===== src/hdl/dfslt_pkg.sv =====
// Shared types and constants for the dibit frame sync / LICH tracker.
// Depends on nothing; every other file in hdl imports it.
package dfslt_pkg;

    localparam int LICH_LENGTH = 8;
    localparam int LICH_BITS   = 2 * LICH_LENGTH;

    localparam int SYNC_WORD_W = 20;
    localparam int THRESH_W    = 5;
    localparam int MISS_W      = 4;
    localparam int ADV_W       = 10;
    localparam int CFG_DATA_W  = 20;
    localparam int CFG_IDX_W   = 2;
    localparam int REPORT_W    = 5;

    localparam logic [CFG_IDX_W-1:0] CFG_SYNC_WORD      = 2'd0;
    localparam logic [CFG_IDX_W-1:0] CFG_SYNC_THRESHOLD = 2'd1;
    localparam logic [CFG_IDX_W-1:0] CFG_MISS_LIMIT     = 2'd2;
    localparam logic [CFG_IDX_W-1:0] CFG_FRAME_ADVANCE  = 2'd3;

    localparam logic [SYNC_WORD_W-1:0] SYNC_WORD_RST      = 20'd843609;
    localparam logic [THRESH_W-1:0]    SYNC_THRESHOLD_RST = 5'd3;
    localparam logic [MISS_W-1:0]      MISS_LIMIT_RST     = 4'd5;
    localparam logic [ADV_W-1:0]       FRAME_ADVANCE_RST  = 10'd144;

    localparam logic [MISS_W-1:0] MISS_SAT = 4'd15;

    typedef enum logic [1:0] {
        EV_LOCK    = 2'd0,
        EV_PRESENT = 2'd1,
        EV_MISS    = 2'd2,
        EV_LOSS    = 2'd3
    } event_t;

    typedef struct packed {
        logic [1:0] rf_ch_kind;
        logic [1:0] func_ch_kind;
        logic [1:0] option_bits;
        logic       direction_flag;
    } lich_t;

endpackage


===== src/hdl/dfslt_window_check.sv =====
// Window evaluation: sync mismatch count against the sync word, threshold test,
// LICH extraction and parity check. Combinational. Depends on dfslt_pkg.
module dfslt_window_check #(
    parameter int SYNC_LENGTH = 10
) (
    input  logic [2*(SYNC_LENGTH+dfslt_pkg::LICH_LENGTH)-1:0] window,
    input  logic [dfslt_pkg::SYNC_WORD_W-1:0]                 sync_word,
    input  logic [dfslt_pkg::THRESH_W-1:0]                    sync_threshold,
    output logic [dfslt_pkg::REPORT_W-1:0]                    mismatch,
    output logic                                              sync_ok,
    output logic                                              lich_ok,
    output dfslt_pkg::lich_t                                  lich
);
    import dfslt_pkg::*;

    localparam int SB    = 2 * SYNC_LENGTH;
    localparam int WB    = SB + LICH_BITS;
    localparam int MW    = $clog2(SB + 1);
    localparam int CMP_W = (MW > THRESH_W) ? MW : THRESH_W;

    logic [SB-1:0]          sync_pat;
    logic [SB-1:0]          diff;
    logic [MW-1:0]          mm;
    logic [CMP_W-1:0]       mm_ext;
    logic [LICH_LENGTH-1:0] lich_word;

    always_comb
    begin
        for (int i = 0; i < SB; i++)
        begin
            sync_pat[i] = (i < SYNC_WORD_W) ? sync_word[i] : 1'b0;
        end
    end

    assign diff   = window[WB-1:LICH_BITS] ^ sync_pat;
    assign mm     = MW'($countones(diff));
    assign mm_ext = CMP_W'(mm);

    assign sync_ok  = mm_ext <= CMP_W'(sync_threshold);
    assign mismatch = (mm_ext > CMP_W'(31)) ? 5'd31 : REPORT_W'(mm_ext);

    // LICH bit k is the high bit of LICH dibit k (oldest dibit is bit 7)
    always_comb
    begin
        for (int k = 0; k < LICH_LENGTH; k++)
        begin
            lich_word[k] = window[2*k+1];
        end
    end

    assign lich_ok = (lich_word[7] ^ lich_word[6] ^ lich_word[5] ^ lich_word[4]) == lich_word[0];

    assign lich.rf_ch_kind     = lich_word[7:6];
    assign lich.func_ch_kind   = lich_word[5:4];
    assign lich.option_bits    = lich_word[3:2];
    assign lich.direction_flag = lich_word[1];

endmodule


===== src/hdl/dibit_frame_sync_lich_tracker_unit.sv =====
// Path: an input beat goes into the input register, then window update and
// evaluation write the result register; a dibit may give no result.
// Throughput: one dibit per cycle, single evaluation stage; an unaccepted result stalls it.
// Reset: searching, empty window, counters zero, config registers at defaults.
// Top level of the dibit frame sync and LICH tracker.
// Depends on dfslt_pkg and dfslt_window_check.
module dibit_frame_sync_lich_tracker_unit #(
    parameter int SYNC_LENGTH = 10
) (
    input  logic                                clk,
    input  logic                                rst_n,
    input  logic                                cfg_we,
    input  logic [dfslt_pkg::CFG_IDX_W-1:0]     cfg_index,
    input  logic [dfslt_pkg::CFG_DATA_W-1:0]    cfg_data,
    input  logic                                in_valid,
    output logic                                in_ready,
    input  logic [1:0]                          dibit,
    output logic                                out_valid,
    input  logic                                out_ready,
    output logic [1:0]                          event_res,
    output logic [4:0]                          mismatch_count,
    output logic [1:0]                          rf_ch_kind,
    output logic [1:0]                          func_ch_kind,
    output logic [1:0]                          option_bits,
    output logic                                direction_flag
);
    import dfslt_pkg::*;

    localparam int WIN_LEN = SYNC_LENGTH + LICH_LENGTH;
    localparam int WB      = 2 * WIN_LEN;
    localparam int FILL_W  = $clog2(WIN_LEN + 1);

    logic [SYNC_WORD_W-1:0] sync_word_reg;
    logic [THRESH_W-1:0]    sync_threshold_reg;
    logic [MISS_W-1:0]      miss_limit_reg;
    logic [ADV_W-1:0]       frame_advance_reg;

    logic       s1_valid_reg;
    logic [1:0] s1_dibit_reg;

    logic [WB-1:0]     window_reg, window_next;
    logic [FILL_W-1:0] fill_reg, fill_next;
    logic              locked_reg, locked_next;
    logic [MISS_W-1:0] miss_reg, miss_next;
    logic [ADV_W-1:0]  pos_reg, pos_next;
    logic [ADV_W-1:0]  skip_reg, skip_next;

    logic              out_valid_reg;
    event_t            event_reg, event_next;
    logic [4:0]        mm_reg;
    lich_t             lich_reg, lich_next;

    logic              s2_fire;
    logic              emit;
    logic [REPORT_W-1:0] mm_w;
    logic              sync_ok;
    logic              lich_ok;
    lich_t             lich_w;
    logic [MISS_W-1:0] lim;
    logic [MISS_W-1:0] miss_inc;
    logic [ADV_W-1:0]  pos_inc;

    assign s2_fire  = s1_valid_reg && (!out_valid_reg || out_ready);
    assign in_ready = !s1_valid_reg || s2_fire;

    always_ff @(posedge clk or negedge rst_n)
    begin
        if (!rst_n)
        begin
            sync_word_reg      <= SYNC_WORD_RST;
            sync_threshold_reg <= SYNC_THRESHOLD_RST;
            miss_limit_reg     <= MISS_LIMIT_RST;
            frame_advance_reg  <= FRAME_ADVANCE_RST;
        end
        else if (cfg_we)
        begin
            case (cfg_index)
                CFG_SYNC_WORD:      sync_word_reg      <= cfg_data[SYNC_WORD_W-1:0];
                CFG_SYNC_THRESHOLD: sync_threshold_reg <= cfg_data[THRESH_W-1:0];
                CFG_MISS_LIMIT:     miss_limit_reg     <= cfg_data[MISS_W-1:0];
                CFG_FRAME_ADVANCE:  frame_advance_reg  <= cfg_data[ADV_W-1:0];
                default:            sync_word_reg      <= sync_word_reg;
            endcase
        end
    end

    always_ff @(posedge clk or negedge rst_n)
    begin
        if (!rst_n)
        begin
            s1_valid_reg <= 1'b0;
        end
        else if (in_valid && in_ready)
        begin
            s1_valid_reg <= 1'b1;
        end
        else if (s2_fire)
        begin
            s1_valid_reg <= 1'b0;
        end
    end

    always_ff @(posedge clk)
    begin
        if (in_valid && in_ready)
        begin
            s1_dibit_reg <= dibit;
        end
    end

    assign window_next = {window_reg[WB-3:0], s1_dibit_reg};

    dfslt_window_check #(
        .SYNC_LENGTH    (SYNC_LENGTH)
    ) u_check (
        .window         (window_next),
        .sync_word      (sync_word_reg),
        .sync_threshold (sync_threshold_reg),
        .mismatch       (mm_w),
        .sync_ok        (sync_ok),
        .lich_ok        (lich_ok),
        .lich           (lich_w)
    );

    assign lim      = (miss_limit_reg == '0) ? MISS_W'(1) : miss_limit_reg;
    assign miss_inc = (miss_reg < MISS_SAT) ? miss_reg + MISS_W'(1) : miss_reg;
    assign pos_inc  = pos_reg + ADV_W'(1);

    always_comb
    begin
        fill_next   = (fill_reg < FILL_W'(WIN_LEN)) ? fill_reg + FILL_W'(1) : fill_reg;
        locked_next = locked_reg;
        miss_next   = miss_reg;
        pos_next    = pos_reg;
        skip_next   = skip_reg;
        emit        = 1'b0;
        event_next  = EV_LOCK;
        lich_next   = '0;
        if (!locked_reg)
        begin
            if (skip_reg != '0)
            begin
                skip_next = skip_reg - ADV_W'(1);
            end
            else if (fill_next == FILL_W'(WIN_LEN) && sync_ok && lich_ok)
            begin
                locked_next = 1'b1;
                miss_next   = '0;
                pos_next    = '0;
                emit        = 1'b1;
                event_next  = EV_LOCK;
                lich_next   = lich_w;
            end
        end
        else if (pos_inc < frame_advance_reg)
        begin
            pos_next = pos_inc;
        end
        else
        begin
            pos_next = '0;
            emit     = 1'b1;
            if (sync_ok)
            begin
                miss_next  = '0;
                event_next = EV_PRESENT;
            end
            else if (miss_inc >= lim)
            begin
                locked_next = 1'b0;
                miss_next   = '0;
                skip_next   = (frame_advance_reg == '0) ? '0 : frame_advance_reg - ADV_W'(1);
                event_next  = EV_LOSS;
            end
            else
            begin
                miss_next  = miss_inc;
                event_next = EV_MISS;
            end
        end
    end

    always_ff @(posedge clk or negedge rst_n)
    begin
        if (!rst_n)
        begin
            window_reg <= '0;
            fill_reg   <= '0;
            locked_reg <= 1'b0;
            miss_reg   <= '0;
            pos_reg    <= '0;
            skip_reg   <= '0;
        end
        else if (s2_fire)
        begin
            window_reg <= window_next;
            fill_reg   <= fill_next;
            locked_reg <= locked_next;
            miss_reg   <= miss_next;
            pos_reg    <= pos_next;
            skip_reg   <= skip_next;
        end
    end

    always_ff @(posedge clk or negedge rst_n)
    begin
        if (!rst_n)
        begin
            out_valid_reg <= 1'b0;
        end
        else if (s2_fire)
        begin
            out_valid_reg <= emit;
        end
        else if (out_ready)
        begin
            out_valid_reg <= 1'b0;
        end
    end

    always_ff @(posedge clk)
    begin
        if (s2_fire && emit)
        begin
            event_reg <= event_next;
            mm_reg    <= mm_w;
            lich_reg  <= lich_next;
        end
    end

    assign out_valid      = out_valid_reg;
    assign event_res      = event_reg;
    assign mismatch_count = mm_reg;
    assign rf_ch_kind     = lich_reg.rf_ch_kind;
    assign func_ch_kind   = lich_reg.func_ch_kind;
    assign option_bits    = lich_reg.option_bits;
    assign direction_flag = lich_reg.direction_flag;

`ifndef SYNTHESIS
    a_lock_sets_locked: assert property (@(posedge clk) disable iff (!rst_n)
        (s2_fire && emit && event_next == EV_LOCK) |=> locked_reg)
        else $error("lock event without entering lock");

    a_loss_clears_lock: assert property (@(posedge clk) disable iff (!rst_n)
        (s2_fire && emit && event_next == EV_LOSS) |=> (!locked_reg && miss_reg == '0))
        else $error("loss event did not return to search");

    a_search_only_locks: assert property (@(posedge clk) disable iff (!rst_n)
        (s2_fire && emit && !locked_reg) |-> (event_next == EV_LOCK))
        else $error("tracking event while searching");

    a_skip_only_searching: assert property (@(posedge clk) disable iff (!rst_n)
        (skip_reg != '0) |-> !locked_reg)
        else $error("resume skip pending while locked");

    a_lich_zero_off_lock: assert property (@(posedge clk) disable iff (!rst_n)
        (out_valid_reg && event_res != EV_LOCK) |-> (lich_reg == '0))
        else $error("LICH fields set on a tracking event");
`endif

endmodule

===== config.mk =====
export PLATFORM = sky130hd
export DESIGN_NAME = dibit_frame_sync_lich_tracker_unit
export DESIGN_NICKNAME = d
export VERILOG_FILES = /design/src/hdl/dfslt_pkg.sv /design/src/hdl/dfslt_window_check.sv /design/src/hdl/dibit_frame_sync_lich_tracker_unit.sv
export SDC_FILE = /design/constraint.sdc
export NUM_CORES = 1
export LEC_CHECK = 0
export CAP_MARGIN = 20
export CORE_MARGIN = 2
export CORE_UTILIZATION = 69
export CTS_CLUSTER_DIAMETER = 40
export DETAILED_ROUTE_END_ITERATION = 16
export DONT_BUFFER_PORTS = 1
export GPL_ROUTABILITY_DRIVEN = 0
export GPL_TIMING_DRIVEN = 0
export PLACE_DENSITY = 0.9
export SLEW_MARGIN = 5
export SYNTH_ARGS = -nofsm -noshare
export SYNTH_HDL_FRONTEND = slang
export SYNTH_SLANG_ARGS = --single-unit

===== constraint.sdc =====
create_clock -name clk -period 13.5 [get_ports clk]
set_clock_uncertainty 0.1 [all_clocks]
set_input_delay 0.675 -clock clk [delete_from_list [all_inputs] [get_ports clk]]
set_output_delay 0.675 -clock clk [all_outputs]
set_load 0.005 [all_outputs]

==> reports/qor.txt <==
Outcome - complete, but fails checks
Violated checks - negative hold slack
Tightest Pin Transition - 0.860 ns
Fraction of layout cells with a size suffix above 1 - 14.6%
Dominant synthesized flop cell - dfrtp_1
Synth Register Bits - 121
Yosys top cell area share - 32.1%
Die height - 103 um
Global-route wire length before repair - 26700 um
Critical path capture point type - flop
TritonCTS clock tree - done
Io pins - 45
Setup CP Type - flop to flop
Die width - 103 um
Total Routing Usage GR - 33.8%
First-pass iteration count of the detailed router - 9
Synth warn - 0
Gr ovfl total - 0
FF+latch area - 0.00313 mm2
Area growth syn-to-layout - 12.5%
Drt wl/cell - 19.8 um
Final Util - 80.8%
Clk buf depth - 2
Synth Area per Inst - 10.3 um2
Worst r2r path cells - 22
Post-synth top cells - nand2_1 (125), dfrtp_1 (86), inv_1 (64)
Final min period - 7.24 ns
FMAX - 138 MHz
RSZ-0062 raised after global routing - no
Largest cells by area after synthesis - dfrtp_1 (32%), dfstp_2 (7.5%), mux2_2 (7.2%)
Final Cycle Share - 53.6%
HP Class - input port to async pin
Crit path launch type - flop
Clk_lat worst skew - 0.52 ns
Post-DP Area - 0.00686 mm2
Synthesized cell area - 0.00670 mm2
Critical Path AT - 7.54 ns
Dpl hpwl - 10100 um
Clock slew at reported path FFs - 0.06 ns
Final net count - 752
Starting Density - 71.8%
Initial antenna violation count - 0
Routed WL - 16100 um
Final Setup Violations - 0
Worst R2R Start - sync_word_reg[0]
Fin Setup TNS - 0 ns
Area of the core - 0.00933 mm2
Syn nets - 731
Root Buffer - clkbuf_8
Vias in the first global route - 5274
Area occupied by multi-input gates - 0.00324 mm2
Design Area, Final - 0.00754 mm2
Largest net degree at the start of global routing - 106
CTS Buf Count - 17
Clock sinks - 121
Final hold violation count - 16
Drt initial violations - 641
Critical Path RT - 13.80 ns
I/O Buffers - 0
Number of flops mapped to enable cells by yosys - 16
Hold WS - -0.0589 ns
Routed via count - 5167
Post-Syn Instances - 651
Worst reg2reg setup slack - 6.26 ns
Yosys top cell by area - dfrtp_1
Worst-path fanout max - 23
Post-DRT Antenna Nets - 0
Yosys cell types - 58
ANT cells - 0
Placement row count - 35
Register area share after synthesis - 46.8%
Max Slew Vio Count - 0
Die Area - 0.0105 mm2
Fill count - 485
Largest register FFs - 34
Post-synth ARST share - 86.8%
Drt drc - 0
FF-to-FF End - miss_reg[1]
H-tree depth - 4
Most common cell in the synthesized netlist - nand2_1
Max-cap violation count - 0
DR vias/cell - 6.35
Headroom to the max-slew limit - 42.7%
==> final cells by class <==
type | count | area share, %
Sequential cell | 121 | 41.6
Timing Repair Buffer | 2 | 0.432
Clock buffer | 20 | 6.06
Clock inverter | 12 | 2.47
Tap cell | 129 | 2.14
Inverter | 66 | 3.29
Buffer | 18 | 1.01
Multi-Input combinational cell | 446 | 43.0
==> worst max path at each step <==
stage	start	endpoint	slack (ns)	cells after the start
6_report	sync_word_reg[0]	miss_reg[1]	6.26	22
4_1_cts	sync_word_reg[0]	miss_reg[1]	6.35	22
3_3_place_gp	sync_word_reg[0]	miss_reg[1]	6.76	22
2_1_floorplan	sync_word_reg[0]	direction_flag	7.31	21
3_5_place_dp	sync_word_reg[0]	miss_reg[3]	6.54	22
5_1_grt	sync_word_reg[0]	miss_reg[1]	5.91	22
==> metal layers <==
layer	part of all wire, %	GRT usage [%]
met1	39	43.1
met4	4.6	17.6
met5	0	0
met3	8.6	8.61
met2	48	53.7
==> layout by cell type (no fill, tap or decap), types with 6 or more instances in the layout <==
master	n
nand2_1	125
a21o_1	6
xnor2_1	21
fa_1	14
clkbuf_16	17
nand3_1	14
ha_1	37
dfrtp_1	86
inv_1	64
o211ai_1	7
mux2_2	43
nand2b_1	7
a21oi_1	20
xor2_1	23
clkbuf_1	14
and2_1	10
dfstp_2	19
o21ai_0	15
edfxtp_1	16
or3_1	13
nor2_1	16
nor4_1	9
==> critical path, stage by stage, from the launching register on <==
cell	delay (ns)
dfstp_2	0.53
xor2_1	0.07
ha_1	0.29
inv_1	0.07
fa_1	0.55
inv_1	0.10
fa_1	0.58
inv_1	0.08
fa_1	0.45
fa_1	0.58
inv_1	0.06
ha_1	0.28
a21o_1	0.19
a21oi_1	0.32
xnor2_1	0.14
ha_1	0.34
nand4_1	0.16
o22ai_1	0.27
o22a_1	0.28
or4_1	0.26
and2_1	0.24
clkinv_1	0.66
a41o_1	0.49
==> timing repair <==
item / in CTS / in global routing
gates resized for setup: 0 / 0
buffers inserted: 0 / 0
hold buffers: 1 / 0
hold endpoints to repair: 105 / 0
==> stage by stage <==
stage	std cells	worst slack [ns]
3_5_place_dp	780	6.54
2_1_floorplan	651	7.31
5_1_grt	814	5.91
3_3_place_gp	780	6.76
6_report	814	6.26
4_1_cts	813	6.35
==> kinds of logic after synthesis <==
kind of cell | Yosys count | synth area share (%)
xor+xnor | 44 | 5.75
buf+inv | 84 | 4.84
fa+ha+maj | 51 | 11.1
compound gates | 82 | 8.33
mux | 45 | 7.53
simple gates | 224 | 15.7
flops | 121 | 46.8
Power is not shown: default switching activity piles up to over one toggle a cycle in this logic, so the estimate is an artifact.
